File: config.mk
export PLATFORM = sky130hd
export DESIGN_NAME = gass_ctrl
export DESIGN_NICKNAME = d
export VERILOG_FILES = /design/src/rtl/gass_pkg.sv /design/src/rtl/gass_ctrl.sv
export SDC_FILE = /design/constraint.sdc
export NUM_CORES = 1
export LEC_CHECK = 0
export ABC_AREA = 1
export BUFFER_PORTS_ARGS = -buffer_cell sky130_fd_sc_hd__clkbuf_2
export CORE_UTILIZATION = 46
export DETAILED_ROUTE_END_ITERATION = 8
export PLACE_DENSITY = 0.7
export SLEW_MARGIN = 30
export SYNTH_ARGS = -nofsm -noshare
export SYNTH_HDL_FRONTEND = slang
export SYNTH_SLANG_ARGS = --single-unit
File: constraint.sdc
create_clock -name clk -period 1.6 [get_ports clk]
set_input_delay 0.4 -clock clk [delete_from_list [all_inputs] [get_ports clk]]
set_output_delay 0.4 -clock clk [all_outputs]
set_load 0.01 [all_outputs]
File: src/rtl/gass_pkg.sv
package gass_pkg;

  // grid geometry, cell index = y * MAX_WIDTH + x
  localparam int MAX_WIDTH  = 32;
  localparam int MAX_HEIGHT = 32;
  localparam int XW         = 5;
  localparam int YW         = 5;
  localparam int CW         = XW + YW;
  localparam int CELLS      = MAX_WIDTH * MAX_HEIGHT;
  localparam int OPEN_DEPTH = 1024;
  localparam int PATH_DEPTH = 63;

  // widths
  localparam int GW    = 26;
  localparam int FW    = 27;
  localparam int HW    = 14;
  localparam int OCW   = 11;
  localparam int OIW   = 10;
  localparam int PCW   = 6;
  localparam int DIMW  = 6;
  localparam int STEPW = 16;
  localparam int CFGIW = 2;
  localparam int SQW   = 27;

  localparam logic [GW-1:0] G_INF = '1;

  // predecessor direction codes
  localparam logic [2:0] DIR_NONE = 3'd0;
  localparam logic [2:0] DIR_XP   = 3'd1;
  localparam logic [2:0] DIR_YP   = 3'd2;
  localparam logic [2:0] DIR_XM   = 3'd3;
  localparam logic [2:0] DIR_YM   = 3'd4;

  // configuration register indexes
  localparam logic [CFGIW-1:0] CFG_WIDTH  = 2'd0;
  localparam logic [CFGIW-1:0] CFG_HEIGHT = 2'd1;
  localparam logic [CFGIW-1:0] CFG_STEP   = 2'd2;

  typedef struct packed {
    logic [GW-1:0] g;
    logic [2:0]    dir;
    logic          open;
  } cell_t;

  typedef enum logic [4:0] {
    S_IDLE, S_CHECK, S_CLEAR, S_INIT_H, S_INIT_W, S_INIT_WR, S_LOOP,
    S_SC_RD, S_SC_F, S_SC_CMP, S_PICK, S_CUR_RD, S_CUR_WR, S_SH_CHK,
    S_SH_RD, S_SH_WR, S_SH_DONE, S_NB, S_NB_RD, S_NB_CMP, S_NB_H, S_NB_W,
    S_NB_WR, S_NB_NEXT, S_PT_RD, S_PT_CHK, S_EM_INIT, S_EM_RD, S_EM_LD,
    S_EM_OUT, S_NF
  } state_t;

  typedef enum logic [4:0] {
    OP_NONE, OP_LOAD, OP_CLEAR, OP_H_START_S, OP_INIT_WR, OP_SCAN_INIT,
    OP_SC_RD_OL, OP_SC_RD_F, OP_SC_CMP, OP_PICK, OP_CUR_RD, OP_CUR_WR,
    OP_SH_RD, OP_SH_WR, OP_DEC, OP_NB_RD, OP_NB_LATCH, OP_H_START_N,
    OP_NB_WR, OP_NB_NEXT, OP_PT_RD, OP_PT_PUSH, OP_EM_INIT, OP_EM_LD,
    OP_NF_LD
  } op_t;

  typedef struct packed {
    logic bad_query;
    logic clr_last;
    logic h_done;
    logic cnt_zero;
    logic scan_last;
    logic cur_is_goal;
    logic sh_more;
    logic nb_valid;
    logic relax_take;
    logic nb_last;
    logic path_full;
    logic path_end;
    logic path_bad;
    logic out_acc;
    logic out_last;
  } stat_t;

endpackage

File: src/rtl/gass_ctrl.sv
module gass_ctrl (
  input  logic            clk,
  input  logic            rst_n,
  input  logic            in_valid,
  output logic            in_ready,
  input  gass_pkg::stat_t stat,
  output gass_pkg::op_t   op
);
  import gass_pkg::*;

  state_t state_r, state_nxt;

  always_ff @(posedge clk) begin
    if (!rst_n) state_r <= S_IDLE;
    else        state_r <= state_nxt;
  end

  // next state
  always_comb begin
    state_nxt = state_r;
    case (state_r)
      S_IDLE:    if (in_valid) state_nxt = S_CHECK;
      S_CHECK:   state_nxt = stat.bad_query ? S_NF : S_CLEAR;
      S_CLEAR:   if (stat.clr_last) state_nxt = S_INIT_H;
      S_INIT_H:  state_nxt = S_INIT_W;
      S_INIT_W:  if (stat.h_done) state_nxt = S_INIT_WR;
      S_INIT_WR: state_nxt = S_LOOP;
      S_LOOP:    state_nxt = stat.cnt_zero ? S_NF : S_SC_RD;
      S_SC_RD:   state_nxt = S_SC_F;
      S_SC_F:    state_nxt = S_SC_CMP;
      S_SC_CMP:  state_nxt = stat.scan_last ? S_PICK : S_SC_RD;
      S_PICK:    state_nxt = stat.cur_is_goal ? S_PT_RD : S_CUR_RD;
      S_CUR_RD:  state_nxt = S_CUR_WR;
      S_CUR_WR:  state_nxt = S_SH_CHK;
      S_SH_CHK:  state_nxt = stat.sh_more ? S_SH_RD : S_SH_DONE;
      S_SH_RD:   state_nxt = S_SH_WR;
      S_SH_WR:   state_nxt = S_SH_CHK;
      S_SH_DONE: state_nxt = S_NB;
      S_NB:      state_nxt = stat.nb_valid ? S_NB_RD : S_NB_NEXT;
      S_NB_RD:   state_nxt = S_NB_CMP;
      S_NB_CMP:  state_nxt = stat.relax_take ? S_NB_H : S_NB_NEXT;
      S_NB_H:    state_nxt = S_NB_W;
      S_NB_W:    if (stat.h_done) state_nxt = S_NB_WR;
      S_NB_WR:   state_nxt = S_NB_NEXT;
      S_NB_NEXT: state_nxt = stat.nb_last ? S_LOOP : S_NB;
      S_PT_RD:   state_nxt = stat.path_full ? S_NF : S_PT_CHK;
      S_PT_CHK: begin
        if (stat.path_end)      state_nxt = S_EM_INIT;
        else if (stat.path_bad) state_nxt = S_NF;
        else                    state_nxt = S_PT_RD;
      end
      S_EM_INIT: state_nxt = S_EM_RD;
      S_EM_RD:   state_nxt = S_EM_LD;
      S_EM_LD:   state_nxt = S_EM_OUT;
      S_EM_OUT: begin
        if (stat.out_acc) state_nxt = stat.out_last ? S_IDLE : S_EM_RD;
      end
      S_NF:      state_nxt = S_EM_OUT;
      default:   state_nxt = S_IDLE;
    endcase
  end

  // datapath commands
  always_comb begin
    in_ready = 1'b0;
    op       = OP_NONE;
    case (state_r)
      S_IDLE: begin
        in_ready = 1'b1;
        if (in_valid) op = OP_LOAD;
      end
      S_CLEAR:   op = OP_CLEAR;
      S_INIT_H:  op = OP_H_START_S;
      S_INIT_WR: op = OP_INIT_WR;
      S_LOOP:    op = OP_SCAN_INIT;
      S_SC_RD:   op = OP_SC_RD_OL;
      S_SC_F:    op = OP_SC_RD_F;
      S_SC_CMP:  op = OP_SC_CMP;
      S_PICK:    op = OP_PICK;
      S_CUR_RD:  op = OP_CUR_RD;
      S_CUR_WR:  op = OP_CUR_WR;
      S_SH_RD:   op = OP_SH_RD;
      S_SH_WR:   op = OP_SH_WR;
      S_SH_DONE: op = OP_DEC;
      S_NB_RD:   op = OP_NB_RD;
      S_NB_CMP:  op = OP_NB_LATCH;
      S_NB_H:    op = OP_H_START_N;
      S_NB_WR:   op = OP_NB_WR;
      S_NB_NEXT: op = OP_NB_NEXT;
      S_PT_RD:   op = OP_PT_RD;
      S_PT_CHK:  op = OP_PT_PUSH;
      S_EM_INIT: op = OP_EM_INIT;
      S_EM_LD:   op = OP_EM_LD;
      S_NF:      op = OP_NF_LD;
      default:   op = OP_NONE;
    endcase
  end

endmodule

==> results of run 1 <==
metrics by stage:
step,setup WS [ns],setup TNS [ns],cells,util (%)
after floorplan,0.00377,0,203,-
after global placement,-0.186,-1.14,297,74.9
after detailed placement,-0.202,-1.25,297,74.9
after CTS,-0.322,-1.99,308,86.4
cell usage after synthesis (all sizes together):
library cell / count
nand4: 14
nor4: 2
nand3: 28
o2111ai: 1
nand2: 58
clkbuf: 2
nand3b: 3
o21ai: 6
nor2: 39
nor3: 1
a31o: 1
a21oi: 6
inv: 30
or2: 1
nor3b: 1
o211ai: 2
buf: 2
dfxtp: 5
or3: 1
kinds of logic after synthesis:
family,count (synthesis),synth area share [%]
AND/OR/NAND/NOR,148,67.5
buffers and inverters,34,13.1
AO/OA/AOI/OAI,16,9.33
flip-flops,5,10.1
metal layers:
metal / GRT overflow / global-route usage [%]
met2: 0 / 89.2
met4: 2 / 52.5
met1: 0 / 64.6
met3: 0 / 39.0
met5: 0 / 0
timing repair:
| action | 4_1_cts |
|---|---|
| pin swaps | 17 |
| resized for setup | 50 |
| setup buffers | 8 |
| endpoints found under the setup margin | 11 |
==> summary.txt, run 1 <==
Status
  – Status: did not finish
  – Exit stage: global routing
  – Tool error message: [ERROR GRT-0232] Routing congestion too high. Check the congestion heatmap in the GUI.

Synth
  – Distinct cells, synth: 23
  – Synth top area share: 21.9%
  – Post-synthesis sequential area ratio: 10.1%
  – Yosys reg bits: 5
  – Ranking of synthesized cells by area: nand2_1 (22%), nand3_1 (14%), nor2_1 (14%)
  – Syn Inst Count: 203
  – Synth Warn #: 0
  – Post-synthesis instance area: 992 µm²
  – Synth area leader: nand2_1
  – Post-synth net total: 221
  – Synth Area per Inst: 4.89 µm²

GRT
  – Pin count of the biggest net entering global routing: 12
  – Grt ovf: 2
  – GR Util All Layers: 62.7%

Die
  – Die height: 48.4 µm
  – Initial Util: 49.6%
  – Die Wd: 48.4 µm
  – I/O pins: 24
  – Rows: 16

Clock tree
  – Clock root buffer master: clkbuf_4
  – H-Tree Level Count: 1
  – Clk buf depth: 2
  – Sink Count: 5
  – CTS hold repair buffers: 0
  – CTS Buf Count: 3

Place
  – Detailed Place HPWL: 3430 µm
  – Final Wtd Congestion: 1.04
  – Post-DP Area: 1500 µm²
  – PortBufs: 23

STA
  – Worst_ep kind: primary output
  – Worst EP post-GRT repair: op[1]
==> inputs of run 2 (changes only) <==
Settings changed: CORE_AREA set to 2 2 63 65, CORE_UTILIZATION 46 to not set, DIE_AREA set to 0 0 65 67, PLACE_DENSITY 0.7 to not set, PLACE_DENSITY_LB_ADDON set to 0.15.
Clock period 1.6 ns to 2.1 ns, I/O delays scaled along.
==> run 2 against run 1 <==
The flow now finishes without violations. Synthesized area unchanged. Synthesized cell count unchanged.
==> summary.txt, run 2 <==
Die
  – Rows: 22 (+6)
  – Die height: 67 µm (+38%)
  – Die Wd: 65 µm (+34%)
  – Initial Util: 27.5% (-22 points)
  – I/O pins: 24 (unchanged)
  – Die Area: 4360 µm²
  – Core ar.: 3610 µm²

Worst setup path
  – Critical-path cell list: inv_1 > nand2_1 > nor2_2 > nand2_1 > o2111ai_1 > or3_1 > clkbuf_2
  – Data arrival time of the critical path: 1.55 ns
  – Cell family with the largest share of critical-path delay: simple AND/OR/NAND/NOR gates
  – Slowest stage cell, crit path: dfxtp_4
  – Slowest stage delay, CP: 0.37 ns
  – Largest fanout on the critical path: 6
  – CP Buf/Inv Count: 2
  – Crit path kind: reg -> out
  – Startpoint Class: flip-flop
  – Required time worst endpoint: 1.57 ns
  – Critical Path Most Common Cell: nand2_1
  – Setup crit end kind: primary output

Clock tree
  – H-Tree Level Count: 1 (unchanged)
  – Clk buf depth: 2 (unchanged)
  – CTS Buf Count: 3 (unchanged)
  – Clock root buffer master: clkbuf_8
  – Clk_lat worst skew: 0.22 ns
  – Reg clk slew, reported paths: 0.04 ns
  – CTS hold repair buffers: 0 (unchanged)
  – Sink Count: 5 (unchanged)
  – CTS tree: done

GRT
  – Vias in the first global route: 1,273
  – Pin count of the biggest net entering global routing: 17
  – Initial antenna violation count: 0
  – First-pass GRT wire length: 5930 µm
  – GR Util All Layers: 18.1%
  – Grt ovf: 0

Synth
  – Synth Area per Inst: 4.89 µm² (unchanged)
  – Top-count cell post-synth: nand2_1
  – Post-synth net total: 221 (unchanged)
  – Synth Warn #: 0 (unchanged)
  – Main combinational cell family by area after synthesis: simple AND/OR/NAND/NOR gates
  – Synth area leader: nand2_1
  – XOR/XNOR Fraction of Synth Area: 0% (unchanged)
  – Post-Synth Adder-Cell Area: 0% (unchanged)
  – Yosys reg bits: 5 (unchanged)
  – Synth Area in Simple Gates: 67.5% (unchanged)
  – Post-synthesis sequential area ratio: 10.1% (unchanged)
  – Main synth FF type: dfxtp_1
  – Post-synthesis instance area: 992 µm² (unchanged)
  – Top post-synthesis cells by count: nand2_1 (58), nor2_1 (36), inv_1 (30), nand3_1 (27), nand4_1 (14)
  – Distinct cells, synth: 23 (unchanged)
  – Syn Inst Count: 203 (unchanged)
  – Number of synthesized flops with an enable pin: 0 (unchanged)
  – Post-synthesis compound-gate area fraction: 9.33% (unchanged)
  – Post-synthesis mux area share: 0% (unchanged)
  – Synth top area share: 21.9% (unchanged)
  – Ranking of synthesized cells by area: nand2_1 (22%), nand3_1 (14%), nor2_1 (14%)
  – Async S/R FF share, synth: 0% (unchanged)

Layout
  – # fillers: 418
  – Fin cells: 291
  – Biggest regs: state_r: 5 flops
  – Largest register by flop count: state_r
  – Max reg flops: 5
  – Fin nets: 262
  – Commonest non-fill, non-tap cells in the layout: nand2_1 (50), nor2_1 (32), nand3_1 (24), inv_1 (24), clkbuf_2 (23)
  – Commonest non-fill, non-tap cell in the layout: nand2_1
  – Antenna cells: 0
  – FF+latch area: 119 µm²
  – Area Overhead vs Synth: 44.1%
  – Area of the multi-input gates: 842 µm²
  – Layout cell share with drive strength beyond 1: 31.3%

STA
  – Min Tclk post-route: 2.07 ns
  – Final worst setup slack: 0.0295 ns
  – Post-Route Skew: 0.000108 ns
  – Fin. max-slew vios: 0
  – Worst-margin pin slew: 0.467 ns
  – Final setup vio count: 0
  – Fin Setup TNS: 0 ns
  – Final Hold Fails: 0
  – WHS: 0.570 ns
  – Crit share post-route: 98.6%
  – RSZ-0062 raised after global routing: yes
  – Rel. slew slack: 68.7%
  – Peak Freq: 0.483 GHz

Detailed routing
  – Detailed Route WL: 3940 µm
  – Drt pass-1 iters: 4
  – Routed vias: 1,493
  – Via-to-Cell Ratio: 5.13
  – WL/cell: 13.5 µm
  – Final antenna-violating net count: 0
  – DR iter-0 viols: 151
  – Remaining DRCs: 0

Status
  – Status: finished, final reports clean

Place
  – Final Wtd Congestion: 1.06 (+1.9%)
  – Dpl ws: 0.110 ns (+0.312 ns)
  – PortBufs: 23 (unchanged)
  – Dpl cells: 282 (-5.1%)
  – Detailed Place HPWL: 3160 µm (-8.0%)

Power
  – Power per cell area: 1000 nW/µm²
  – Worst vdd ir: 0.000544 V
  – Lkg Pwr: 0.823 nW
  – Overall power: 1.43 mW

Min path
  – Min-delay worst type: reg -> reg

Run
  – MaxCap Viol Count: 0
[run 2: cell counts after synthesis]
Identical to the previous run, type by type.
[run 2: per-stage QoR]
stage	util [%]	instance area [µm²]
3_3_place_gp	34.4	1240
5_1_grt	39.7	1430
3_5_place_dp	34.4	1240
4_1_cts	36.2	1310
2_1_floorplan	-	992
6_report	39.7	1430
[run 2: what timing repair did]
action                                  CTS  global route
resized for setup                        10            31
endpoints found under the setup margin    5             5
buffers inserted                          0             5
pin swaps                                 0             5
[run 2: cell type report]
class / instances / share of cell area (%)
Inverter: 30 / 8.22
Sequential cell: 5 / 8.31
Clock buffer: 4 / 3.15
Multi-Input combinational cell: 164 / 58.9
Tap cell: 48 / 4.20
Timing Repair Buffer: 40 / 17.2
[run 2: worst paths after layout]
path / startpoint / to / slack [ns] / depth (start not counted)
setup reg to reg: state_r[4] / state_r[4] / 0.39 / 9
hold / removal: state_r[2] / state_r[2] / 0.57 / 2
hold reg to reg: state_r[2] / state_r[2] / 0.57 / 2
setup / recovery: state_r[3] / op[0] / 0.03 / 7
[run 2: power by group]
part           total (mW)  leakage [nW]  internal, mW  switching (mW)
sequential          0.207        0.0445         0.145          0.0624
combinational        1.05         0.756         0.401           0.646
clock               0.176        0.0228         0.130          0.0458
total                1.43         0.823         0.676           0.754
[run 2: cells by family (layout without fill, tap and decap cells)]
group,Yosys count,count (layout)
buffers and inverters,34,74
AOI/OAI and AO/OA,16,16
DFF,5,5
and+or+nand+nor,148,148
[run 2: metal layers]
| layer | part of all wire (%) | vias to the layer above | track usage [%] | wire length, µm |
|---|---|---|---|---|
| met4 | 4.7 | 0 | 9.84 | 185 |
| li1 | - | 753 | - | - |
| met1 | 43 | 651 | 23.0 | 1700 |
| met3 | 7.9 | 16 | 1.69 | 313 |
| met5 | 0 | - | 0 | 0 |
| met2 | 44 | 73 | 30.0 | 1740 |
[run 2: tightest hold or removal path: cells and delay by family, from the launching register on]
kind	cells	cell delay, ns
flops	1	0.36
compound gates	2	0.16
Note: power is estimated with default switching activity, not from simulation.
